<file path="src/prl_pkg.sv">
package prl_pkg;

  localparam int CapacityDef = 64;
  localparam int PosW        = 11;
  localparam int FieldW      = 16;

  typedef enum logic [2:0] {
    MODE_ADD_HEAD = 3'd0,
    MODE_ADD_TAIL = 3'd1,
    MODE_INSERT   = 3'd2,
    MODE_DEL_HEAD = 3'd3,
    MODE_DEL_TAIL = 3'd4,
    MODE_DEL_AT   = 3'd5,
    MODE_READ     = 3'd6
  } mode_e;

  typedef enum logic [1:0] {
    STATUS_OK      = 2'd0,
    STATUS_BAD_POS = 2'd1,
    STATUS_FULL    = 2'd2,
    STATUS_EMPTY   = 2'd3
  } status_e;

  typedef enum logic [2:0] {
    CELL_HOLD,
    CELL_INSERT,
    CELL_DELETE,
    CELL_RD_LOAD,
    CELL_RD_SHIFT
  } cell_op_e;

  typedef enum logic {
    S_IDLE,
    S_READ
  } state_e;

  typedef struct packed {
    logic [FieldW-1:0] carriage;
    logic [FieldW-1:0] seats;
    logic [FieldW-1:0] limit;
    logic [FieldW-1:0] count;
  } rec_t;

  // Command broadcast to every cell of the chain
  typedef struct packed {
    cell_op_e op;
    rec_t     rec;
  } cell_ctrl_t;

  typedef struct packed {
    status_e         status;
    logic [PosW-1:0] size;
    rec_t            rd;
  } result_t;

endpackage

</file>
<file path="src/prl_cell.sv">
module prl_cell import prl_pkg::*; #(
  parameter int IdxW = 6,
  parameter int Idx  = 0
) (
  input  logic            clk_i,
  input  cell_ctrl_t      ctrl_i,
  input  logic [IdxW-1:0] idx_i,
  input  rec_t            left_i,
  input  rec_t            right_i,
  input  rec_t            bus_right_i,
  output rec_t            rec_o,
  output rec_t            bus_o
);

  localparam logic [IdxW-1:0] MyIdx = IdxW'(Idx);

  rec_t rec_q, rec_d;
  rec_t bus_q, bus_d;

  always_comb begin
    rec_d = rec_q;
    bus_d = bus_q;
    case (ctrl_i.op)
      CELL_INSERT: begin
        if (MyIdx > idx_i) begin
          rec_d = left_i;
        end else if (MyIdx == idx_i) begin
          rec_d = ctrl_i.rec;
        end
      end
      CELL_DELETE: begin
        if (MyIdx >= idx_i) begin
          rec_d = right_i;
        end
      end
      CELL_RD_LOAD: begin
        bus_d = (MyIdx == idx_i) ? rec_q : '0;
      end
      CELL_RD_SHIFT: begin
        bus_d = bus_right_i;
      end
      default: begin
        rec_d = rec_q;
      end
    endcase
  end

  always_ff @(posedge clk_i) begin
    rec_q <= rec_d;
    bus_q <= bus_d;
  end

  assign rec_o = rec_q;
  assign bus_o = bus_q;

endmodule

</file>
<file path="config.mk">
export PLATFORM = sky130hd
export DESIGN_NAME = prl_cell
export DESIGN_NICKNAME = d
export VERILOG_FILES = /design/src/prl_pkg.sv /design/src/prl_cell.sv
export SDC_FILE = /design/constraint.sdc
export NUM_CORES = 1
export LEC_CHECK = 0
export ABC_AREA = 1
export BUFFER_PORTS_ARGS = -buffer_cell sky130_fd_sc_hd__buf_2
export CAP_MARGIN = 20
export CELL_PAD_IN_SITES_DETAIL_PLACEMENT = 0
export CELL_PAD_IN_SITES_GLOBAL_PLACEMENT = 1
export CORE_AREA = 4 4 136 170
export CTS_CLUSTER_DIAMETER = 100
export DETAILED_ROUTE_END_ITERATION = 10
export DIE_AREA = 0 0 140 174
export GPL_TIMING_DRIVEN = 0
export PLACE_DENSITY = 0.84
export SLEW_MARGIN = 5
export SYNTH_ARGS = -nofsm -noshare
export SYNTH_HDL_FRONTEND = slang
export SYNTH_SLANG_ARGS = --single-unit
</file>
<file path="constraint.sdc">
create_clock -name clk_i -period 8.9 [get_ports clk_i]
set_clock_uncertainty 0.2 [all_clocks]
set_input_delay 1.78 -clock clk_i [delete_from_list [all_inputs] [get_ports clk_i]]
set_output_delay 1.78 -clock clk_i [all_outputs]
set_load 0.005 [all_outputs]
</file>
==> out/metrics.cfg, run 1 <==
[die]
die_area_mm2 = 0.0244
ioPinCount = 394
core_mm2 = 0.0215
die_h_um = 174
initial_core_util_pct = 28.7
num_rows = 60
die_w_um = 140

[timing]
rsz0062_at_grt = false
min_period_ns = 3.40
relSlewSlack_pct = 60.8
fmax_mhz = 294
hold_ws_ns = 0.498
setup_viol = 0
fin_tns_setup_ns = 0
finalHoldViolCount = 0
period_share_pct = 38.2
worst_pin_slew_ns = 0.585
report.final.slew_viol_count = 0

[synth]
yosysTopAreaCellShare_pct = 62.5
syn_avg_cell_area_um2 = 9.74
synth_top_area_cell = edfxtp_1
synth_area_leaders = edfxtp_1, nand2_1, a21boi_0
synth-seq-cells = 128
syn_nets = 898
ys_seq_area_share_pct = 62.5
ys_types = 19
synthCells = 632
ys_warn_count = 0
synthesis.area_mm2 = 0.00615

[worst_setup_path]
path_class = primary input to flip-flop
cp.arrival_ns = 3.29
critPathCaptureType = flip-flop
worst_setup_path_start_kind = primary input
required_ns = 8.79
worst-path-buf-inv = 3
slowest_stage = and2_4
cp_cell_sequence = buf_2 > or2_1 > nor2_1 > buf_4 > and2_4 > buf_12
reg2reg_from = rec_o[61]
cpPeakStageDelay_ns = 0.43
critical_path.top_delay_family = simple AND/OR/NAND/NOR gates
crit_path_start = idx_i[5]
cp_max_fo = 40

[detailed_routing]
ant_nets = 0
wl_per_cell_um = 16.8
routed_wl_um = 21500
first_pass_iters = 4
drcViolationCount = 0
drt_iter0_drc = 311
viasPerCell = 4.31
vias = 5497

[placed_design]
hpwl_um = 16700
routabilityCongestion = 0.838
dp.cells = 1243
io_buffers = 329
dpl-instance-area_mm2 = 0.00822

[power]
p_seq_share_pct = 44.0
combPwrFrac_pct = 8.7
internal_power_w = 0.00118
p_per_area_mw_per_mm2 = 175
p_sw_share_pct = 23.3
p_switching_w = 0.000360
clkPwrFrac_pct = 47.3
cellLeakagePower_nw = 4.45
ir_drop_mv = 0.115

[outcome]
status = complete, no violations

[finish]
fillers = 2181
final_nets = 1249
layout-drive-gt1-share_pct = 40.5
ff_latch_area_mm2 = 0.00384
syn2layout_area_growth_pct = 43.6
fin_cells = 1276
final_area_mm2 = 0.00884
multi_input_area_mm2 = 0.00184

[cts]
postCtsSetupRepairBufs = 0
clk_latency_ns = 0.42
cts.sinks = 128
cts_resized = 0
clockBufferDepth = 2
holdBufCountCts = 0
h-tree-depth = 4
cts_tree = yes
cts_buffers = 17
clockRootBuffer = clkbuf_16
path_clk_slew_ns = 0.06

[global_route]
grt_pass1_vias = 5662
grt_pass1_wl_um = 32200
grt_max_degree = 41
antenna_found_initial = 0
grtUsageTotal_pct = 17.1
grt_overflow_total = 0

[min_path]
min_path_type = flip-flop to flip-flop
holdCritStartpoint = rec_o[32]

[flow_run]
cap_viol_max_count = 0

[routing by layer]
metal	vias up	GRT usage, %	wire [um]
li1	2775	-	-
met1	2463	19.9	8380
met4	0	5.25	425
met2	234	30.6	11100
met3	25	4.68	1580
met5	-	0	0
[cell families (layout without fill, tap and decap cells)]
kind of cell    after synthesis  in the layout  synth area share [%]
compound gates              129            129                  13.1
buf+inv                     107            471                  7.89
flops                       128            128                  62.5
other cells                   0              1                     0
simple gates                268            268                  16.6
[layout by cell type, fill, tap and decap left out]
master	synthesis	layout
buf_12	0	3
a21boi_0	50	50
inv_6	0	2
buf_1	1	1
nand2_2	1	1
o21ai_4	0	1
nor2_2	1	1
nor2_1	4	4
nand3b_1	1	1
clkbuf_1	5	6
inv_2	1	1
inv_4	1	1
o21ai_1	21	21
clkinv_1	0	1
bufinv_16	0	3
diode_2	0	1
clkbuf_16	0	17
and2_4	0	1
buf_4	15	15
buf_2	20	349
inv_8	0	1
inv_1	64	64
edfxtp_1	128	128
a21boi_1	14	14
clkinvlp_4	0	1
or2_1	1	1
o21ai_0	44	43
clkinv_4	0	6
nand2_1	259	259
[cell type report]
type / count / share of cell area [%]
buffer: 41 / 2.66
antenna: 1 / 0.0283
tap: 279 / 3.95
clock buffer: 18 / 4.86
sequential: 128 / 43.5
inverter: 66 / 2.83
multi-input combinational: 397 / 20.8
timing repair buffer: 332 / 19.3
clock inverter: 14 / 2.07
[sequential cells by signal, summed over array words and instances, names as in the netlist]
signal  cells
bus_o      64
rec_o      64
[path summary, 6_finish.rpt]
kind | end | slack, ns | cells after the start
max reg2reg | bus_o[61] | 7.77 | 3
max | rec_o[31] | 5.50 | 6
min reg2reg | bus_o[32] | 0.50 | 3
min | bus_o[32] | 0.50 | 3
[tightest hold or removal path: cells and delay by family (launching register included)]
kind	cells	cell delay (ns)
flip-flops	1	0.34
AO/OA/AOI/OAI	1	0.15
AND/OR/NAND/NOR	2	0.11
[power by group through the flow]
stage / Sequential [W] / Combinational [W] / Clock [W]
2_1_floorplan: 0.000697 / 0.0000537 / 0
5_1_grt: 0.000680 / 0.000152 / 0.000767
3_3_place_gp: 0.000697 / 0.000131 / 0
3_5_place_dp: 0.000692 / 0.000137 / 0
6_report: 0.000679 / 0.000135 / 0.000730
4_1_cts: 0.000680 / 0.000137 / 0.000742
[cell usage after synthesis, drive strengths merged]
| cell | count |
|---|---|
| edfxtp | 128 |
| o21ai | 65 |
| buf | 36 |
| clkbuf | 5 |
| nand2 | 260 |
| nor2 | 5 |
| inv | 66 |
| nand3b | 1 |
| and2 | 1 |
| a21boi | 64 |
| or2 | 1 |
[per-stage QoR]
| stage | utilization, % | total power, W | worst slack, ns |
|---|---|---|---|
| finish | 41.2 | 0.00154 | 5.50 |
| global route | 41.2 | 0.00160 | 5.42 |
| CTS | 41.2 | 0.00156 | 5.49 |
| detailed placement | 38.3 | 0.000829 | 5.05 |
| global placement | 38.0 | 0.000829 | -1.17 |
| floorplan | - | 0.000751 | 1.66 |
(Power assumes the default switching activity.)
==> run 2, diff against run 1 <==
--- a/config.mk
+++ b/config.mk
@@ -10,12 +10,12 @@
 export CAP_MARGIN = 20
 export CELL_PAD_IN_SITES_DETAIL_PLACEMENT = 0
 export CELL_PAD_IN_SITES_GLOBAL_PLACEMENT = 1
-export CORE_AREA = 4 4 136 170
+export CORE_AREA = 4 4 141 176
 export CTS_CLUSTER_DIAMETER = 100
 export DETAILED_ROUTE_END_ITERATION = 10
-export DIE_AREA = 0 0 140 174
+export DIE_AREA = 0 0 145 180
 export GPL_TIMING_DRIVEN = 0
-export PLACE_DENSITY = 0.84
+export PLACE_DENSITY = 0.82
 export SLEW_MARGIN = 5
 export SYNTH_ARGS = -nofsm -noshare
 export SYNTH_HDL_FRONTEND = slang
==> constraint.sdc (replaced) <==
create_clock -name clk_i -period 2.95 [get_ports clk_i]
set_clock_uncertainty 0.2 [all_clocks]
set_input_delay 0.59 -clock clk_i [delete_from_list [all_inputs] [get_ports clk_i]]
set_output_delay 0.59 -clock clk_i [all_outputs]
set_load 0.005 [all_outputs]
==> run 2 against run 1 <==
  * Sequential share of layout area about the same
  * Count of clock-buffer cells in the layout unchanged
  * Routed wire length increased by 3.4%
  * Worst setup slack got worse by 4.8 ns
  * Hold slack got worse by 0.26 ns
  * Sequential power increased to 3.0 times the previous value
  * Core utilization decreased by 2.8 points
  * Die area increased by 7.1%
  * Critical path depth unchanged
  * Largest cell class unchanged
  * Largest power group unchanged
==> out/metrics.cfg, run 2 (same netlist as run 1, synthesis figures left out) <==
[outcome]
status = complete, no violations

[finish]
layout-drive-gt1-share_pct = 40.4
multi_input_area_mm2 = 0.00184
final_common_cell = buf_2
final_area_mm2 = 0.00883
final_cell_mix = buf_2, nand2_1, edfxtp_1, inv_1, a21boi_0
syn2layout_area_growth_pct = 43.5
final_nets = 1249
ff_latch_area_mm2 = 0.00384
fillers = 2367

[worst_setup_path]
cp_max_fo = 35
reg2reg_to = bus_o[41]
worst-path-buf-inv = 3
rrSetupSlack_ns = 1.81
cp-endpoint = rec_o[42]
reg2reg_from = rec_o[41]
cp.arrival_ns = 2.14
path_class = primary input to flip-flop
cpPeakStageDelay_ns = 0.47
slowest_stage = and2_4
critical_path.top_delay_family = simple AND/OR/NAND/NOR gates
worst_setup_path_start_kind = primary input
cp_cell_sequence = buf_2 > or2_1 > nor2_1 > buf_4 > and2_4 > buf_12
crit_path_start = idx_i[5]
critPathCaptureType = flip-flop
required_ns = 2.85
cp_num_cells = 6
reg2reg_depth = 3

[detailed_routing]
viasPerCell = 4.39
vias = 5638
routed_wl_um = 22200
drt_iter0_drc = 278
wl_per_cell_um = 17.3
drcViolationCount = 0
ant_nets = 0
first_pass_iters = 6

[placed_design]
hpwl_um = 17200
dpl-instance-area_mm2 = 0.00824
io_buffers = 329
routabilityCongestion = 0.849

[die]
num_rows = 62
die_area_mm2 = 0.0261
initial_core_util_pct = 26.7
die_w_um = 145
ioPinCount = 394
core_mm2 = 0.0230
die_h_um = 180

[cts]
holdBufCountCts = 0
cts_buffers = 17
path_clk_slew_ns = 0.06
clockBufferDepth = 2
clk_latency_ns = 0.42
cts_tree = yes
cts_resized = 0
clockRootBuffer = clkbuf_16
cts.sinks = 128
postCtsSetupRepairBufs = 0
h-tree-depth = 4

[power]
p_seq_share_pct = 44.4
cellLeakagePower_nw = 4.44
power_w = 0.00462
combPwrFrac_pct = 8.8
p_sw_share_pct = 23.1
p_switching_w = 0.00107
internal_power_w = 0.00355
p_per_area_mw_per_mm2 = 523
ir_drop_mv = 0.378
clkPwrFrac_pct = 46.8

[timing]
relSlewSlack_pct = 43.5
setup_viol = 0
min_period_ns = 2.24
finalHoldViolCount = 0
fmax_mhz = 447
period_share_pct = 75.8
hold_ws_ns = 0.242
report.final.slew_viol_count = 0
rsz0062_at_grt = false
worst_pin_slew_ns = 0.844

[global_route]
grt_pass1_vias = 5724
grt_pass1_wl_um = 33100
grt_max_degree = 36
antenna_found_initial = 2
grtUsageTotal_pct = 16.5
grt_overflow_total = 0

[min_path]
min_path_type = primary input to flip-flop
holdCritStartpoint = bus_right_i[10]

[flow_run]
cap_viol_max_count = 0

-- run 2: power by group through the flow --
stage / sequential (W) / clock, W / combinational [W]
floorplan: 0.00209 / 0 / 0.000164
global placement: 0.00209 / 0 / 0.000402
detailed placement: 0.00209 / 0 / 0.000415
CTS: 0.00205 / 0.00223 / 0.000416
global route: 0.00205 / 0.00231 / 0.000461
finish: 0.00205 / 0.00216 / 0.000408
-- run 2: final cells by class --
class / instances / area share [%]
inverter: 66 / 2.83
timing repair buffer: 332 / 19.3
multi-input combinational: 397 / 20.8
clock inverter: 14 / 1.87
sequential: 128 / 43.5
buffer: 41 / 2.66
clock buffer: 18 / 4.86
tap: 288 / 4.08
antenna: 1 / 0.0283
-- run 2: worst min-delay path, delay by kind of cell --
family | cells | cell delay [ns]
buffers and inverters | 1 | 0.07
AND/OR/NAND/NOR | 2 | 0.09
-- run 2: through the flow --
stage | worst slack, ns | utilization [%] | std cells | setup TNS [ns]
floorplan | 0.406 | - | 632 | 0
global placement | -0.448 | 35.5 | 1249 | -53.07
detailed placement | 0.206 | 35.7 | 1252 | 0
CTS | 0.655 | 38.3 | 1284 | 0
global route | 0.635 | 38.3 | 1285 | 0
finish | 0.714 | 38.3 | 1285 | 0
-- run 2: how the worst min path moves through the flow --
stage | to | slack [ns] | depth (start not counted)
3_3_place_gp | bus_o[32] | 0.46 | 3
4_1_cts | bus_o[8] | 0.22 | 3
5_1_grt | bus_o[7] | 0.23 | 3
2_1_floorplan | bus_o[32] | 0.48 | 3
3_5_place_dp | bus_o[32] | 0.48 | 3
6_report | bus_o[10] | 0.24 | 3
-- run 2: routing by layer --
metal  global-route usage, %  up-vias  part of all wire (%)
met4                    6.16        2                   2.5
li1                        -     2775                     -
met1                    19.1     2599                    40
met3                    3.83       36                   5.6
met5                       0        -                 0.054
met2                    29.7      226                    52
==> run 3, diff against run 2 <==
--- a/config.mk
+++ b/config.mk
@@ -5,15 +5,15 @@
 export SDC_FILE = /design/constraint.sdc
 export NUM_CORES = 1
 export LEC_CHECK = 0
-export ABC_AREA = 1
+export ABC_AREA = 0
 export BUFFER_PORTS_ARGS = -buffer_cell sky130_fd_sc_hd__buf_2
 export CAP_MARGIN = 20
 export CELL_PAD_IN_SITES_DETAIL_PLACEMENT = 0
 export CELL_PAD_IN_SITES_GLOBAL_PLACEMENT = 1
-export CORE_AREA = 4 4 141 176
+export CORE_AREA = 4 4 150 152
 export CTS_CLUSTER_DIAMETER = 100
 export DETAILED_ROUTE_END_ITERATION = 10
-export DIE_AREA = 0 0 145 180
+export DIE_AREA = 0 0 154 156
 export GPL_TIMING_DRIVEN = 0
 export PLACE_DENSITY = 0.82
 export SLEW_MARGIN = 5
==> constraint.sdc (replaced) <==
create_clock -name clk_i -period 1.85 [get_ports clk_i]
set_clock_uncertainty 0.2 [all_clocks]
set_input_delay 0.37 -clock clk_i [delete_from_list [all_inputs] [get_ports clk_i]]
set_output_delay 0.37 -clock clk_i [all_outputs]
set_load 0.005 [all_outputs]
==> run 3 against run 2 <==
  * Sequential share of layout area increased by 1.0 points
  * Worst setup slack lost 0.71 ns
  * First-iteration DRC count fell by 31%
  * Routed wire length shrank 13%
  * Clock power is 70% higher
  * Cell count is 16% lower
  * Via count down 17%
  * Register-to-register slack got worse by 1.1 ns
  * Power is 64% higher
  * Highest routed layer is now met4
==> out/metrics.cfg, run 3 <==
[outcome]
status = complete, no violations

[worst_setup_path]
crit_path_frequent_cell = buf_6
critical_path.top_delay_family = buffers and inverters
cp.arrival_ns = 1.76
worst-path-buf-inv = 4
slowest_stage = or3b_4
cp_max_fo = 12
critPathCaptureType = flip-flop
required_ns = 1.77
cp_cell_sequence = buf_4 > or3b_4 > buf_6 > buf_6 > o21ai_4 > bufbuf_16
worst_setup_path_start_kind = primary input
cpPeakStageDelay_ns = 0.40
path_class = primary input to flip-flop

[cts]
cts_tree = yes
clockBufferDepth = 2
clockRootBuffer = clkbuf_16
holdBufCountCts = 0
cts.sinks = 128
cts_buffers = 17
clk_latency_ns = 0.41
h-tree-depth = 4
path_clk_slew_ns = 0.06

[die]
core_mm2 = 0.0210
die_h_um = 156
die_w_um = 154
initial_core_util_pct = 26.8
die_area_mm2 = 0.0240
num_rows = 53
ioPinCount = 394

[finish]
layout-drive-gt1-share_pct = 58.1
final_nets = 1056
syn2layout_area_growth_pct = 52.9
final_area_mm2 = 0.00862
final_common_cell = buf_2
final_cell_mix = buf_2, nand2_1, edfxtp_1, mux2_2, o21ai_1
diodes = 0
fin_util_pct = 41.0

[power]
p_per_area_mw_per_mm2 = 878
p_switching_w = 0.00158
internal_power_w = 0.00600
clkPwrFrac_pct = 48.4
combPwrFrac_pct = 8.4
power_w = 0.00757
ir_drop_mv = 0.533
p_sw_share_pct = 20.8
p_seq_share_pct = 43.1
cellLeakagePower_nw = 3.85

[timing]
rsz0062_at_grt = false
min_period_ns = 1.84
setup_viol = 0
finalHoldViolCount = 0
relSlewSlack_pct = 62.3
fmax_mhz = 543
period_share_pct = 99.6
worst_pin_slew_ns = 0.565
report.final.slew_viol_count = 0

[synth]
synthesis.area_mm2 = 0.00564
ys_warn_count = 0
syn_avg_cell_area_um2 = 13.4
synthCells = 422
ys_seq_area_share_pct = 68.1
yosysTopAreaCellShare_pct = 68.1
syn_nets = 688
ys_types = 17
synth_async_sr_flop_share_pct = 0
synth-seq-cells = 128
synth-main-ff-cell = edfxtp_1
synth_most_common_cell = nand2_1
synth_area_leaders = edfxtp_1, mux2_2, nand2_1
synth_top_area_cell = edfxtp_1
synth_edf_count = 128
synthTopCellsByCount = nand2_1, edfxtp_1, mux2_2, o21ai_1, o21ai_0

[placed_design]
hpwl_um = 14700
io_buffers = 329
routabilityCongestion = 0.835
dpl-instance-area_mm2 = 0.00780

[detailed_routing]
drt_iter0_drc = 193
first_pass_iters = 4
routed_wl_um = 19400
routed-wl-met2_um = 9820
wl_per_cell_um = 18.0
viasPerCell = 4.35
ant_nets = 0
vias = 4688
wl_met1_um = 7600
top_layer = met4
drcViolationCount = 0
route.met3.wl_um = 1760

[global_route]
grt_max_degree = 22
grt_pass1_vias = 4778
grt_overflow_total = 0
antenna_found_initial = 0
grt_pass1_wl_um = 27400
grtUsageTotal_pct = 15.1

[min_path]
min_path_type = primary input to flip-flop

[flow_run]
cap_viol_max_count = 0

==> run 3: changes by cell type after synthesis, sizes merged, moves of 2 or more <==
| cell | previous run | this run |
|---|---|---|
| nand2 | 260 | 130 |
| a21boi | 64 | 0 |
| nor3b | 0 | 2 |
| nor2 | 5 | 1 |
| inv | 66 | 0 |
| mux2 | 0 | 64 |
| buf | 36 | 23 |
==> run 3: logic make-up after synthesis <==
logic type                count (synthesis)  synth area share (%)
xor gates and xnor gates                  1                 0.155
and+or+nand+nor                         136                  9.43
DFF                                     128                  68.1
muxes                                    64                  12.8
buffers and inverters                    28                  3.75
AOI/OAI and AO/OA                        65                  5.77
==> run 3: final timing paths <==
check                   from   endpoint  slack, ns  depth (start not counted)
max reg2reg         rec_o[2]   bus_o[2]       0.73                          2
min reg2reg        rec_o[41]  bus_o[41]       0.40                          2
min          bus_right_i[13]  bus_o[13]       0.04                          3
max               ctrl_i[66]  bus_o[63]      0.008                          6
==> run 3: metal layers <==
| layer | GRT usage [%] | up-vias |
|---|---|---|
| li1 | - | 2261 |
| met1 | 17.6 | 2166 |
| met2 | 26.4 | 243 |
| met3 | 5.24 | 18 |
| met4 | 4.25 | 0 |
| met5 | 0 | - |
==> run 3: timing repair <==
| item | 4_1_cts | 5_1_grt |
|---|---|---|
| setup buffers | 8 | 3 |
| setup endpoints to repair | 110 | 55 |
| pin swaps | 1 | 3 |
| gates resized for setup | 2 | 3 |
| cloned | 2 | 2 |
==> run 3: worst register-to-register path: stages, from the launching register on <==
cell and delay (ns):
edfxtp_1 0.49, nand2_1 0.10, o21ai_0 0.08
==> run 3: power groups by stage <==
stage	logic, W	registers [W]	clock network, W
6_report	0.000637	0.00327	0.00367
5_1_grt	0.000698	0.00327	0.00389
4_1_cts	0.000647	0.00327	0.00377
3_5_place_dp	0.000611	0.00333	0
3_3_place_gp	0.000584	0.00333	0
2_1_floorplan	0.000247	0.00334	0
==> run 3: cell type report <==
cell class                      instances  area (um2)
Multi-Input combinational cell        267        1640
Clock buffer                           17         425
Fill cell                            2061       12400
Tap cell                              275         344
Buffer                                 27         216
Clock inverter                         14         214
Timing Repair Buffer                  349        1950
Sequential cell                       128        3840
==> run 3: stage by stage <==
| step | setup WS, ns | instances | setup TNS, ns | hold slack, ns |
|---|---|---|---|---|
| final | 0.00817 | 1077 | 0 | 0.0431 |
| after global placement | -2.48 | 1026 | -235.48 | 0.379 |
| after global routing | 0.00543 | 1077 | 0 | 0.0209 |
| after floorplan | -1.33 | 422 | -103.34 | 0.357 |
| after detailed placement | -0.932 | 1032 | -93.62 | 0.385 |
| after CTS | 0.00426 | 1073 | 0 | 0.0191 |
